$ cat src/design/nsr_pkg.sv
// Shared types and constants for the Newton square root block.
package nsr_pkg;

  localparam int unsigned RAD_W         = 33;
  localparam int unsigned ROOT_W        = 32;
  localparam int unsigned ITER_W        = 6;
  localparam int unsigned TOL_W         = 17;
  localparam int unsigned MAX_ITER_DEF  = 32;
  localparam int unsigned FRAC_BITS_DEF = 16;
  localparam int unsigned APB_ADDR_W    = 3;
  localparam int unsigned APB_DATA_W    = 32;

  localparam logic [TOL_W-1:0]  TOL_RESET = TOL_W'(66);
  localparam logic [ITER_W-1:0] ITER_SAT  = '1;

  // register index, taken from paddr[2]
  localparam logic REG_TOLERANCE = 1'b0;

  typedef enum logic [2:0] {
    ST_IDLE,
    ST_DIV_START,
    ST_DIV_WAIT,
    ST_UPDATE,
    ST_REPORT
  } nsr_state_t;

  typedef struct packed {
    logic load;
    logic div_start;
    logic update;
  } nsr_cmd_t;

  typedef struct packed {
    logic div_busy;
    logic converged;
    logic last_step;
  } nsr_stat_t;

endpackage

$ cat src/design/nsr_div.sv
// Restoring unsigned divider, one quotient bit per cycle.
module nsr_div #(
  parameter int unsigned W = 49
) (
  input  logic         clk,
  input  logic         rst_n,
  input  logic         div_start,
  input  logic [W-1:0] dividend,
  input  logic [W-1:0] divisor,
  output logic         div_busy,
  output logic [W-1:0] quotient
);
  import nsr_pkg::*;

  localparam int unsigned CNT_W = (W > 1) ? $clog2(W) : 1;

  logic             busy_r, busy_nxt;
  logic [CNT_W-1:0] cnt_r, cnt_nxt;
  logic [W-1:0]     rem_r, rem_nxt;
  logic [W-1:0]     quo_r, quo_nxt;
  logic [W-1:0]     dsor_r, dsor_nxt;
  logic [W:0]       rem_sh;
  logic [W:0]       diff;
  logic             qbit;

  always_comb begin
    rem_sh   = {rem_r, quo_r[W-1]};
    diff     = rem_sh - {1'b0, dsor_r};
    qbit     = (rem_sh >= {1'b0, dsor_r});
    busy_nxt = busy_r;
    cnt_nxt  = cnt_r;
    rem_nxt  = rem_r;
    quo_nxt  = quo_r;
    dsor_nxt = dsor_r;
    if (div_start) begin
      busy_nxt = 1'b1;
      cnt_nxt  = CNT_W'(W - 1);
      rem_nxt  = '0;
      quo_nxt  = dividend;
      dsor_nxt = divisor;
    end else if (busy_r) begin
      rem_nxt = qbit ? diff[W-1:0] : rem_sh[W-1:0];
      quo_nxt = {quo_r[W-2:0], qbit};
      cnt_nxt = cnt_r - 1'b1;
      if (cnt_r == '0) begin
        busy_nxt = 1'b0;
      end
    end
  end

  always_ff @(posedge clk) begin
    if (!rst_n) begin
      busy_r <= 1'b0;
      cnt_r  <= '0;
    end else begin
      busy_r <= busy_nxt;
      cnt_r  <= cnt_nxt;
    end
    rem_r  <= rem_nxt;
    quo_r  <= quo_nxt;
    dsor_r <= dsor_nxt;
  end

  assign div_busy = busy_r;
  assign quotient = quo_r;

endmodule

$ cat src/design/nsr_dp.sv
// Datapath: operand, estimate, step count, divider and result registers.
module nsr_dp #(
  parameter int unsigned MAX_ITER  = 32,
  parameter int unsigned FRAC_BITS = 16
) (
  input  logic                         clk,
  input  nsr_pkg::nsr_cmd_t            cmd,
  output nsr_pkg::nsr_stat_t           stat,
  input  logic [nsr_pkg::RAD_W-1:0]    in_radicand,
  input  logic [nsr_pkg::TOL_W-1:0]    tolerance,
  output logic [nsr_pkg::ROOT_W-1:0]   out_root,
  output logic [nsr_pkg::ITER_W-1:0]   out_iterations,
  output logic                         out_limit_hit
);
  import nsr_pkg::*;

  localparam int unsigned DIVD_W = RAD_W + FRAC_BITS;
  localparam int unsigned STEP_W = $clog2(MAX_ITER + 1);
  localparam int unsigned CMP_W  = (STEP_W > ITER_W) ? STEP_W : ITER_W;

  logic [RAD_W-1:0]  x_r;
  logic [DIVD_W-1:0] prev_r;
  logic [STEP_W-1:0] steps_r;
  logic [ROOT_W-1:0] root_r;
  logic [ITER_W-1:0] iter_r;
  logic              limit_r;

  logic [DIVD_W-1:0] dividend;
  logic [DIVD_W-1:0] quo;
  logic [DIVD_W-1:0] q_eff;
  logic [DIVD_W:0]   sum;
  logic [DIVD_W-1:0] y;
  logic [DIVD_W-1:0] delta;
  logic [STEP_W-1:0] steps_inc;
  logic [CMP_W-1:0]  steps_cmp;
  logic              converged;
  logic              div_busy;

  assign dividend = {x_r, {FRAC_BITS{1'b0}}};

  nsr_div #(
    .W(DIVD_W)
  ) u_div (
    .clk      (clk),
    .rst_n    (1'b1),
    .div_start(cmd.div_start),
    .dividend (dividend),
    .divisor  (prev_r),
    .div_busy (div_busy),
    .quotient (quo)
  );

  always_comb begin
    // a zero estimate gives a zero quotient
    q_eff     = (prev_r == '0) ? '0 : quo;
    sum       = {1'b0, prev_r} + {1'b0, q_eff};
    y         = sum[DIVD_W:1];
    delta     = (y >= prev_r) ? (y - prev_r) : (prev_r - y);
    converged = (delta <= DIVD_W'(tolerance));
    steps_inc = steps_r + 1'b1;
    steps_cmp = CMP_W'(steps_inc);
  end

  always_ff @(posedge clk) begin
    if (cmd.load) begin
      x_r     <= in_radicand;
      prev_r  <= DIVD_W'(1) << FRAC_BITS;
      steps_r <= '0;
    end else if (cmd.update) begin
      steps_r <= steps_inc;
      if (!converged) begin
        prev_r <= y;
      end
      root_r  <= (y[DIVD_W-1:ROOT_W] != '0) ? '1 : y[ROOT_W-1:0];
      iter_r  <= (steps_cmp > CMP_W'(ITER_SAT)) ? ITER_SAT : ITER_W'(steps_inc);
      limit_r <= !converged;
    end
  end

  assign stat.div_busy  = div_busy;
  assign stat.converged = converged;
  assign stat.last_step = (steps_inc == STEP_W'(MAX_ITER));

  assign out_root       = root_r;
  assign out_iterations = iter_r;
  assign out_limit_hit  = limit_r;

endmodule

$ cat src/design/nsr_ctrl.sv
// Controller: sequences load, divide, update and report for one operand.
module nsr_ctrl (
  input  logic                clk,
  input  logic                rst_n,
  input  logic                start,
  output logic                busy,
  output logic                out_valid,
  output nsr_pkg::nsr_cmd_t   cmd,
  input  nsr_pkg::nsr_stat_t  stat
);
  import nsr_pkg::*;

  nsr_state_t state_r, state_nxt;

  always_ff @(posedge clk) begin
    if (!rst_n) begin
      state_r <= ST_IDLE;
    end else begin
      state_r <= state_nxt;
    end
  end

  always_comb begin
    state_nxt = state_r;
    cmd       = '0;
    out_valid = 1'b0;
    unique case (state_r)
      ST_IDLE: begin
        if (start) begin
          cmd.load  = 1'b1;
          state_nxt = ST_DIV_START;
        end
      end
      ST_DIV_START: begin
        cmd.div_start = 1'b1;
        state_nxt     = ST_DIV_WAIT;
      end
      ST_DIV_WAIT: begin
        if (!stat.div_busy) begin
          state_nxt = ST_UPDATE;
        end
      end
      ST_UPDATE: begin
        cmd.update = 1'b1;
        if (stat.converged || stat.last_step) begin
          state_nxt = ST_REPORT;
        end else begin
          state_nxt = ST_DIV_START;
        end
      end
      ST_REPORT: begin
        out_valid = 1'b1;
        state_nxt = ST_IDLE;
      end
      default: begin
        state_nxt = ST_IDLE;
      end
    endcase
  end

  assign busy = (state_r != ST_IDLE);

endmodule

$ cat src/design/newton_square_root.sv
// Newton-Raphson square root, unsigned fixed point (Q(33-FRAC_BITS).FRAC_BITS).
//
// Input: drive in_radicand and pulse start; the operand is taken at a rising
// edge where start is high and busy is low. busy stays high until the result
// has been shown.
// Output: out_valid is high for exactly one cycle with out_root,
// out_iterations and out_limit_hit; the receiver must take it then.
// Each Newton step issues a divide to the bit-serial divider (RAD_W + FRAC_BITS
// bits wide, 49 at the default width), waits for it to go idle and then updates
// the estimate; the next operand is taken the cycle after the result.
// Iterations stop at convergence or after MAX_ITER steps (limit flag set).
// Config: APB write at addresses 0 to 3 sets the 17-bit tolerance; others
// (4 to 7) are ignored and read as zero. Write only while busy is low.
// Reset (synchronous, active low) returns to idle and sets tolerance to 66.
module newton_square_root #(
  parameter int unsigned MAX_ITER  = nsr_pkg::MAX_ITER_DEF,
  parameter int unsigned FRAC_BITS = nsr_pkg::FRAC_BITS_DEF
) (
  input  logic                            clk,
  input  logic                            rst_n,
  input  logic                            start,
  output logic                            busy,
  input  logic [nsr_pkg::RAD_W-1:0]       in_radicand,
  output logic                            out_valid,
  output logic [nsr_pkg::ROOT_W-1:0]      out_root,
  output logic [nsr_pkg::ITER_W-1:0]      out_iterations,
  output logic                            out_limit_hit,
  input  logic                            psel,
  input  logic                            penable,
  input  logic                            pwrite,
  input  logic [nsr_pkg::APB_ADDR_W-1:0]  paddr,
  input  logic [nsr_pkg::APB_DATA_W-1:0]  pwdata,
  output logic [nsr_pkg::APB_DATA_W-1:0]  prdata,
  output logic                            pready
);
  import nsr_pkg::*;

  logic [TOL_W-1:0] tol_r;
  logic             reg_sel;
  nsr_cmd_t         cmd;
  nsr_stat_t        stat;

  assign pready  = 1'b1;
  assign reg_sel = (paddr[2] == REG_TOLERANCE);

  always_ff @(posedge clk) begin
    if (!rst_n) begin
      tol_r <= TOL_RESET;
    end else if (psel && penable && pwrite && pready && reg_sel) begin
      tol_r <= pwdata[TOL_W-1:0];
    end
  end

  assign prdata = reg_sel ? APB_DATA_W'(tol_r) : '0;

  nsr_ctrl u_ctrl (
    .clk      (clk),
    .rst_n    (rst_n),
    .start    (start),
    .busy     (busy),
    .out_valid(out_valid),
    .cmd      (cmd),
    .stat     (stat)
  );

  nsr_dp #(
    .MAX_ITER (MAX_ITER),
    .FRAC_BITS(FRAC_BITS)
  ) u_dp (
    .clk           (clk),
    .cmd           (cmd),
    .stat          (stat),
    .in_radicand   (in_radicand),
    .tolerance     (tol_r),
    .out_root      (out_root),
    .out_iterations(out_iterations),
    .out_limit_hit (out_limit_hit)
  );

endmodule
$ cat config.mk
export PLATFORM = sky130hd
export DESIGN_NAME = newton_square_root
export DESIGN_NICKNAME = d
export VERILOG_FILES = /design/src/design/nsr_pkg.sv /design/src/design/nsr_div.sv /design/src/design/nsr_dp.sv /design/src/design/nsr_ctrl.sv /design/src/design/newton_square_root.sv
export SDC_FILE = /design/constraint.sdc
export NUM_CORES = 1
export LEC_CHECK = 0
export BUFFER_PORTS_ARGS = -buffer_cell sky130_fd_sc_hd__buf_2
export CAP_MARGIN = 15
export CORE_MARGIN = 5
export CORE_UTILIZATION = 53
export CTS_BUF_LIST = sky130_fd_sc_hd__clkbuf_8
export DETAILED_ROUTE_END_ITERATION = 16
export GPL_TIMING_DRIVEN = 0
export PLACE_DENSITY = 0.77
export SLEW_MARGIN = 25
export SYNTH_ARGS = -nofsm -noshare
export SYNTH_HDL_FRONTEND = slang
export SYNTH_HIERARCHICAL = 1
export SYNTH_SLANG_ARGS = --single-unit
$ cat constraint.sdc
create_clock -name clk -period 24.6 [get_ports clk]
set_clock_uncertainty 0.15 [all_clocks]
set_input_delay 2.46 -clock clk [delete_from_list [all_inputs] [get_ports clk]]
set_output_delay 2.46 -clock clk [all_outputs]
set_load 0.005 [all_outputs]
==> impl_metrics.csv, run 1 <==
group,metric,value,unit
status,status,"finished, final reports clean",
setup_path,critPathLaunchType,"flop",
power,switchingPower,1624,µW
sta,final_hold_viol_count,0,
clock_network,clock_latency,0.63,ns
power,pwr-share-clk,15.2,%
detailed_routing,drc,0,
placement,dpl.hpwl,68130,µm
setup_path,reg2regPathDepth,44,
synth,ys_ff_latch,301,
global_route,grt_pass1_vias,22779,
clock_network,cts_max_level,2,
power,internal_power,1649,µW
global_route,antenna_found_initial,2,
global_route,grt_usage,31.54,%
layout,drive_gt1_share,13.26,%
placement,placedCellCount,3769,
sta,setup_viol,0,
synth,yosysTopAreaCellShare,20.35,%
clock_network,cts-resized-gates,0,
sta,relSlewSlack,25.60,%
layout,n_antenna_cell,0,
synth,synth_flop_cell,"edfxtp_1",
synth,ys_warn_count,6,
layout,fin_nets,3510,
layout,final_common_cell,"nand2_1",
detailed_routing,drtAntennaViolNets,0,
setup_path,regToRegSetupSlack,10.59,ns
detailed_routing,routedWlPerCell,21.77,µm
floorplan,die_w,227.6,µm
sta,worst_pin_slew,1.116,ns
power,cellPowerDensity,117.8,nW/µm²
sta,min_period,14.01,ns
global_route,grt_pass1_wl,128000,µm
setup_path,crit_path_max_fanout,10,
clock_network,cts_buffer_depth,3,
floorplan,num_rows,79,
worst_hold_path,hold_path_startpoint,"tol_r[4]$_SDFFE_PN0P_",
placement,place_congestion,1.018,
synth,syn_area,25090,µm²
detailed_routing,wl,84160,µm
detailed_routing,viasPerCell,6.103,
clock_network,cts.clk_slew.worst_paths,0.06,ns
layout,final_util,59.57,%
setup_path,worstPathRequired,24.95,ns
setup_path,critPathSlowestCell,"nor4_1",
detailed_routing,num_vias,23596,
setup_path,cp.arrival,14.35,ns
placement,port_buffers,114,
synth,synth_cell_types,97,
sta,setup_tns,0,ns
global_route,overflow,0,
sta,period_share,56.94,%
synth,synth.largest_area_cell,"edfxtp_1",
setup_path,r2r-start,"u_dp/prev_r[2]$_SDFFE_PP0P_",
clock_network,cts_hold_buf,0,
clock_network,cts_tree,"built",
worst_hold_path,min_to,"tol_r[4]$_SDFFE_PN0P_",
clock_network,cts_made_buffers,54,
clock_network,clockRootBuffer,"clkbuf_8",
setup_path,path_class,"flop to flop",
placement,place_area,26660,µm²
setup_path,worstSetupEndpointType,"flop",
layout,fin_area,27790,µm²
global_route,grt_max_degree,50,
clock_network,cts_sinks,301,
floorplan,io_pins,148,
layout,n_fill_cell,4244,
synth,synth.area.top_cells,"edfxtp_1, ha_1, dfxtp_1",
detailed_routing,drt_iter0_drc,2164,
floorplan,die_y,227.6,µm
sta,hold_ws,0.3278,ns
power,power_frac_seq,21.7,%
layout,most-common-layout-cells,"nand2_1, nor2_1, a21oi_1, inv_1, ha_1",
worst_hold_path,worstHoldPathType,"flop to flop",
sta,fmax,0.07139,GHz
run,max_cap_viol_count,0,
sta,final-max-slew-violation-count,0,
synth,synth.avg_cell_area,8.343,µm²
synth,postSynthCellCount,3007,
layout,syn_to_final_growth,10.78,%
sta,rsz0062_at_grt,"false",
power,ir_worst_vdd,0.05402,mV
floorplan,dieArea,51780,µm²
setup_path,r2r_end,"u_dp/prev_r[13]$_SDFFE_PP0P_",
synth,seq_area_frac_synth,30.80,%
worst_hold_path,min_path_cells,2,
power,power_switching_share,49.62,%
synth,async_reset_ff_share,0,%
floorplan,fp.coreArea,46650,µm²
clock_network,post_cts_buffers,0,
layout,stdcell_count,3866,
power,power_leakage,0.01161,µW
detailed_routing,dr.pass1.iters,6,
floorplan,initial_core_util,53.77,%
synth,synth-edff-count,170,
setup_path,slowest_delay,0.84,ns
power,combinationalPowerShare,63.1,%
-- power groups by stage --
stage / clock network, µW / logic, µW / registers (µW)
after global placement: 0 / 1970 / 716
after detailed placement: 0 / 2000 / 718
after floorplan: 0 / 1480 / 685
after CTS: 510 / 2010 / 708
final: 498 / 2060 / 711
after global routing: 535 / 2250 / 718
-- flip-flops by register name, summed over array words and instances, names as in the netlist --
register             flops
u_dp/prev_r             49
u_dp/u_div/dsor_r       49
u_dp/u_div/quotient     49
u_dp/u_div/rem_r        49
u_dp/x_r                33
u_dp/out_root           32
tol_r                   17
u_dp/out_iterations      6
u_dp/steps_r             6
u_dp/u_div/cnt_r         6
u_ctrl/state_r           3
u_dp/out_limit_hit       1
u_dp/u_div/div_busy      1
-- layout make-up --
type                    count  area [µm²]  share of cell area (%)
clock buffers              58       798.3                   2.872
plain buffers             171       889.6                   3.201
flip-flops and latches    301        7727                   27.81
well taps                 607       759.5                   2.733
inverters                 219       822.0                   2.958
multi-input cells        2348       15790                   56.83
clock inverters            39       335.3                   1.207
repair buffers            123       664.4                   2.391
-- worst max-delay path: cells and delay by family (launching register included) --
family	cells	cell delay, ns
compound gates	16	3.53
xor+xnor	2	0.69
fa+ha+maj	3	1.13
buf+inv	9	3.07
flops	1	0.43
mux	1	0.31
simple gates	13	4.50
-- synthesized netlist by cell type (11+ instances only) --
master,number
nand2_1,315
nor2_1,277
a21oi_1,264
inv_1,217
ha_1,214
edfxtp_1,170
o21ai_0,154
dfxtp_1,131
xnor2_1,85
nor2b_1,81
clkbuf_1,78
a21o_1,72
nand4_1,69
xor2_1,61
buf_2,50
mux2_2,49
nand3_1,47
nor3_1,46
a311oi_1,43
mux2i_1,36
o21bai_1,34
nor4_1,31
mux2_4,30
o21a_1,29
nand2b_1,28
buf_4,27
a211oi_1,26
a31oi_1,24
o211ai_1,22
o21ai_1,19
and2_1,16
and3_1,15
or3_1,14
o31ai_1,13
o22ai_1,12
a221oi_1,11
-- worst max path at each step --
stage                            startpoint                      endpoint  slack [ns]  depth (start not counted)
2_1_floorplan  u_dp/prev_r[47]$_SDFFE_PP0P_  u_dp/prev_r[10]$_SDFFE_PP0P_       15.20                         44
3_3_place_gp    u_dp/prev_r[9]$_SDFFE_PP0P_  u_dp/prev_r[43]$_SDFFE_PP0P_       10.17                         44
3_5_place_dp    u_dp/prev_r[2]$_SDFFE_PP0P_  u_dp/prev_r[43]$_SDFFE_PP0P_       10.88                         45
4_1_cts         u_dp/prev_r[2]$_SDFFE_PP0P_  u_dp/prev_r[43]$_SDFFE_PP0P_       10.86                         45
5_1_grt         u_dp/prev_r[9]$_SDFFE_PP0P_  u_dp/prev_r[40]$_SDFFE_PP0P_       10.05                         45
6_report        u_dp/prev_r[2]$_SDFFE_PP0P_  u_dp/prev_r[13]$_SDFFE_PP0P_       10.59                         44
-- cells by family after synthesis --
family                   share of synthesized area, %
other                                         0.05983
flip-flops                                      30.80
AO/OA/AOI/OAI                                   21.06
XOR/XNOR                                        5.097
multiplexers                                    5.880
adder cells (fa/ha/maj)                         10.99
AND/OR/NAND/NOR                                 19.29
buffers and inverters                           6.823
-- per-stage QoR --
step / power (µW) / setup slack [ns]
after floorplan: 2168 / 15.20
after global placement: 2683 / 10.17
after detailed placement: 2714 / 10.88
after CTS: 3229 / 10.86
after global routing: 3504 / 10.05
final: 3273 / 10.59
-- routing by layer --
| metal | global-route usage [%] | share of wire [%] |
|---|---|---|
| met5 | 0 | 0 |
| met3 | 5.261 | 8.6 |
| met1 | 42.96 | 43 |
| met2 | 50.34 | 45 |
| met4 | 12.42 | 4.0 |
(Power assumes the default switching activity.)
==> run 2, diff against run 1 <==
- clock period: 24.6 -> 14.3 ns (I/O delays scaled with it)
==> impl_metrics.csv, run 2 (same netlist as run 1, synthesis figures left out) <==
group,metric,value,unit
placement,dpl.hpwl,68130,µm
placement,place_area,26660,µm²
sta,setup_tns,0,ns
clock_network,cts.clk_slew.worst_paths,0.07,ns
sta,min_period,13.71,ns
setup_path,critPathLaunchType,"flop",
setup_path,critPathSlowestCell,"nor3_1",
placement,place_congestion,1.018,
placement,port_buffers,114,
setup_path,slowest_delay,0.75,ns
power,power_leakage,0.01161,µW
layout,final_common_cell,"nand2_1",
setup_path,worstPathRequired,14.65,ns
setup_path,path_class,"flop to flop",
floorplan,num_rows,79,
power,cellPowerDensity,202.6,nW/µm²
floorplan,die_y,227.6,µm
detailed_routing,drc,0,
detailed_routing,num_vias,23610,
placement,pre_cts_slack,0.5828,ns
floorplan,initial_core_util,53.77,%
clock_network,clockRootBuffer,"clkbuf_8",
setup_path,r2r-start,"u_dp/prev_r[12]$_SDFFE_PP0P_",
worst_hold_path,min_to,"tol_r[7]$_SDFFE_PN0P_",
sta,relSlewSlack,24.86,%
sta,final_hold_viol_count,0,
setup_path,path_common_cell,"buf_2",
clock_network,cts_max_level,2,
sta,rsz0062_at_grt,"false",
detailed_routing,drtAntennaViolNets,0,
global_route,grt_pass1_wl,128000,µm
sta,setup_slack,0.5865,ns
setup_path,regToRegSetupSlack,0.59,ns
clock_network,cts_sinks,301,
layout,fin_area,27790,µm²
clock_network,cts_made_buffers,54,
sta,worst_pin_slew,1.127,ns
sta,setup_viol,0,
setup_path,reg2regPathDepth,45,
floorplan,die_w,227.6,µm
detailed_routing,viasPerCell,6.109,
global_route,grt_max_degree,50,
floorplan,io_pins,148,
setup_path,worstSetupEndpointType,"flop",
setup_path,r2r_end,"u_dp/prev_r[0]$_SDFFE_PP0P_",
clock_network,post_cts_buffers,0,
detailed_routing,routedWlPerCell,21.77,µm
setup_path,cp.arrival,14.07,ns
sta,hold_ws,0.3299,ns
global_route,overflow,0,
sta,fmax,0.07292,GHz
detailed_routing,drt_iter0_drc,2253,
sta,final-max-slew-violation-count,0,
floorplan,dieArea,51780,µm²
status,status,"finished, final reports clean",
global_route,grt_usage,31.54,%
detailed_routing,dr.pass1.iters,6,
global_route,grt_pass1_vias,22779,
worst_hold_path,min_path_cells,2,
global_route,antenna_found_initial,2,
run,max_cap_viol_count,0,
clock_network,clock_latency,0.63,ns
clock_network,cts_tree,"built",
power,ir_worst_vdd,0.09292,mV
layout,most-common-layout-cells,"nand2_1, nor2_1, a21oi_1, inv_1, ha_1",
power,finalPower,5632,µW
worst_hold_path,worstHoldPathType,"flop to flop",
layout,fin_nets,3509,
detailed_routing,wl,84130,µm
sta,period_share,95.90,%
layout,syn_to_final_growth,10.79,%
setup_path,crit_path_max_fanout,10,
floorplan,fp.coreArea,46650,µm²
clock_network,cts_buffer_depth,3,
layout,n_antenna_cell,0,
worst_hold_path,hold_path_startpoint,"tol_r[7]$_SDFFE_PN0P_",
layout,drive_gt1_share,13.29,%
-- run 2: worst max-delay path: cells and delay by family (launching register included) --
family | cells | cell delay, ns
flip-flops | 1 | 0.44
AO/OA/AOI/OAI | 18 | 3.94
XOR/XNOR | 1 | 0.23
multiplexers | 1 | 0.13
AND/OR/NAND/NOR | 11 | 4.10
adder cells (fa/ha/maj) | 3 | 0.91
buffers and inverters | 11 | 3.61
-- run 2: worst max-delay path by stage --
stage	to	depth (start not counted)	slack [ns]	start
global route	u_dp/prev_r[40]$_SDFFE_PP0P_	44	0.1	u_dp/prev_r[12]$_SDFFE_PP0P_
CTS	u_dp/prev_r[43]$_SDFFE_PP0P_	45	0.56	u_dp/prev_r[2]$_SDFFE_PP0P_
finish	u_dp/prev_r[0]$_SDFFE_PP0P_	45	0.59	u_dp/prev_r[12]$_SDFFE_PP0P_
floorplan	u_dp/prev_r[10]$_SDFFE_PP0P_	44	4.90	u_dp/prev_r[47]$_SDFFE_PP0P_
detailed placement	u_dp/prev_r[43]$_SDFFE_PP0P_	45	0.58	u_dp/prev_r[2]$_SDFFE_PP0P_
global placement	u_dp/prev_r[43]$_SDFFE_PP0P_	44	-0.13	u_dp/prev_r[9]$_SDFFE_PP0P_
-- run 2: power by group --
| group | internal [µW] | switching (µW) |
|---|---|---|
| sequential | 1090 | 140 |
| combinational | 1270 | 2280 |
| clock | 483 | 375 |
| total | 2840 | 2800 |
-- run 2: area by class of cell --
class,count,area [µm²]
fillers,4247,18860
well taps,607,759.5
clock inverters,39,335.3
clock buffers,58,798.3
inverters,219,822.0
repair buffers,123,664.4
multi-input cells,2348,15800
flip-flops and latches,301,7727
plain buffers,170,885.9
-- run 2: per-layer routing --
metal,track usage [%],share of wire [%],up-vias
li1,-,-,11155
met5,0,0,-
met1,42.96,43,11185
met2,50.34,45,1066
met4,12.42,4.2,0
met3,5.261,8.2,204
-- run 2: repair_timing --
item	in CTS	in global routing
endpoints found under the setup margin	0	49
resized for setup	0	1
hold buffers	0	0
-- run 2: per-stage QoR --
| stage | instances | util (%) |
|---|---|---|
| 2_1_floorplan | 3039 | - |
| 5_1_grt | 3865 | 59.57 |
| 3_3_place_gp | 3760 | 56.88 |
| 4_1_cts | 3866 | 59.57 |
| 6_report | 3865 | 59.57 |
| 3_5_place_dp | 3769 | 57.14 |
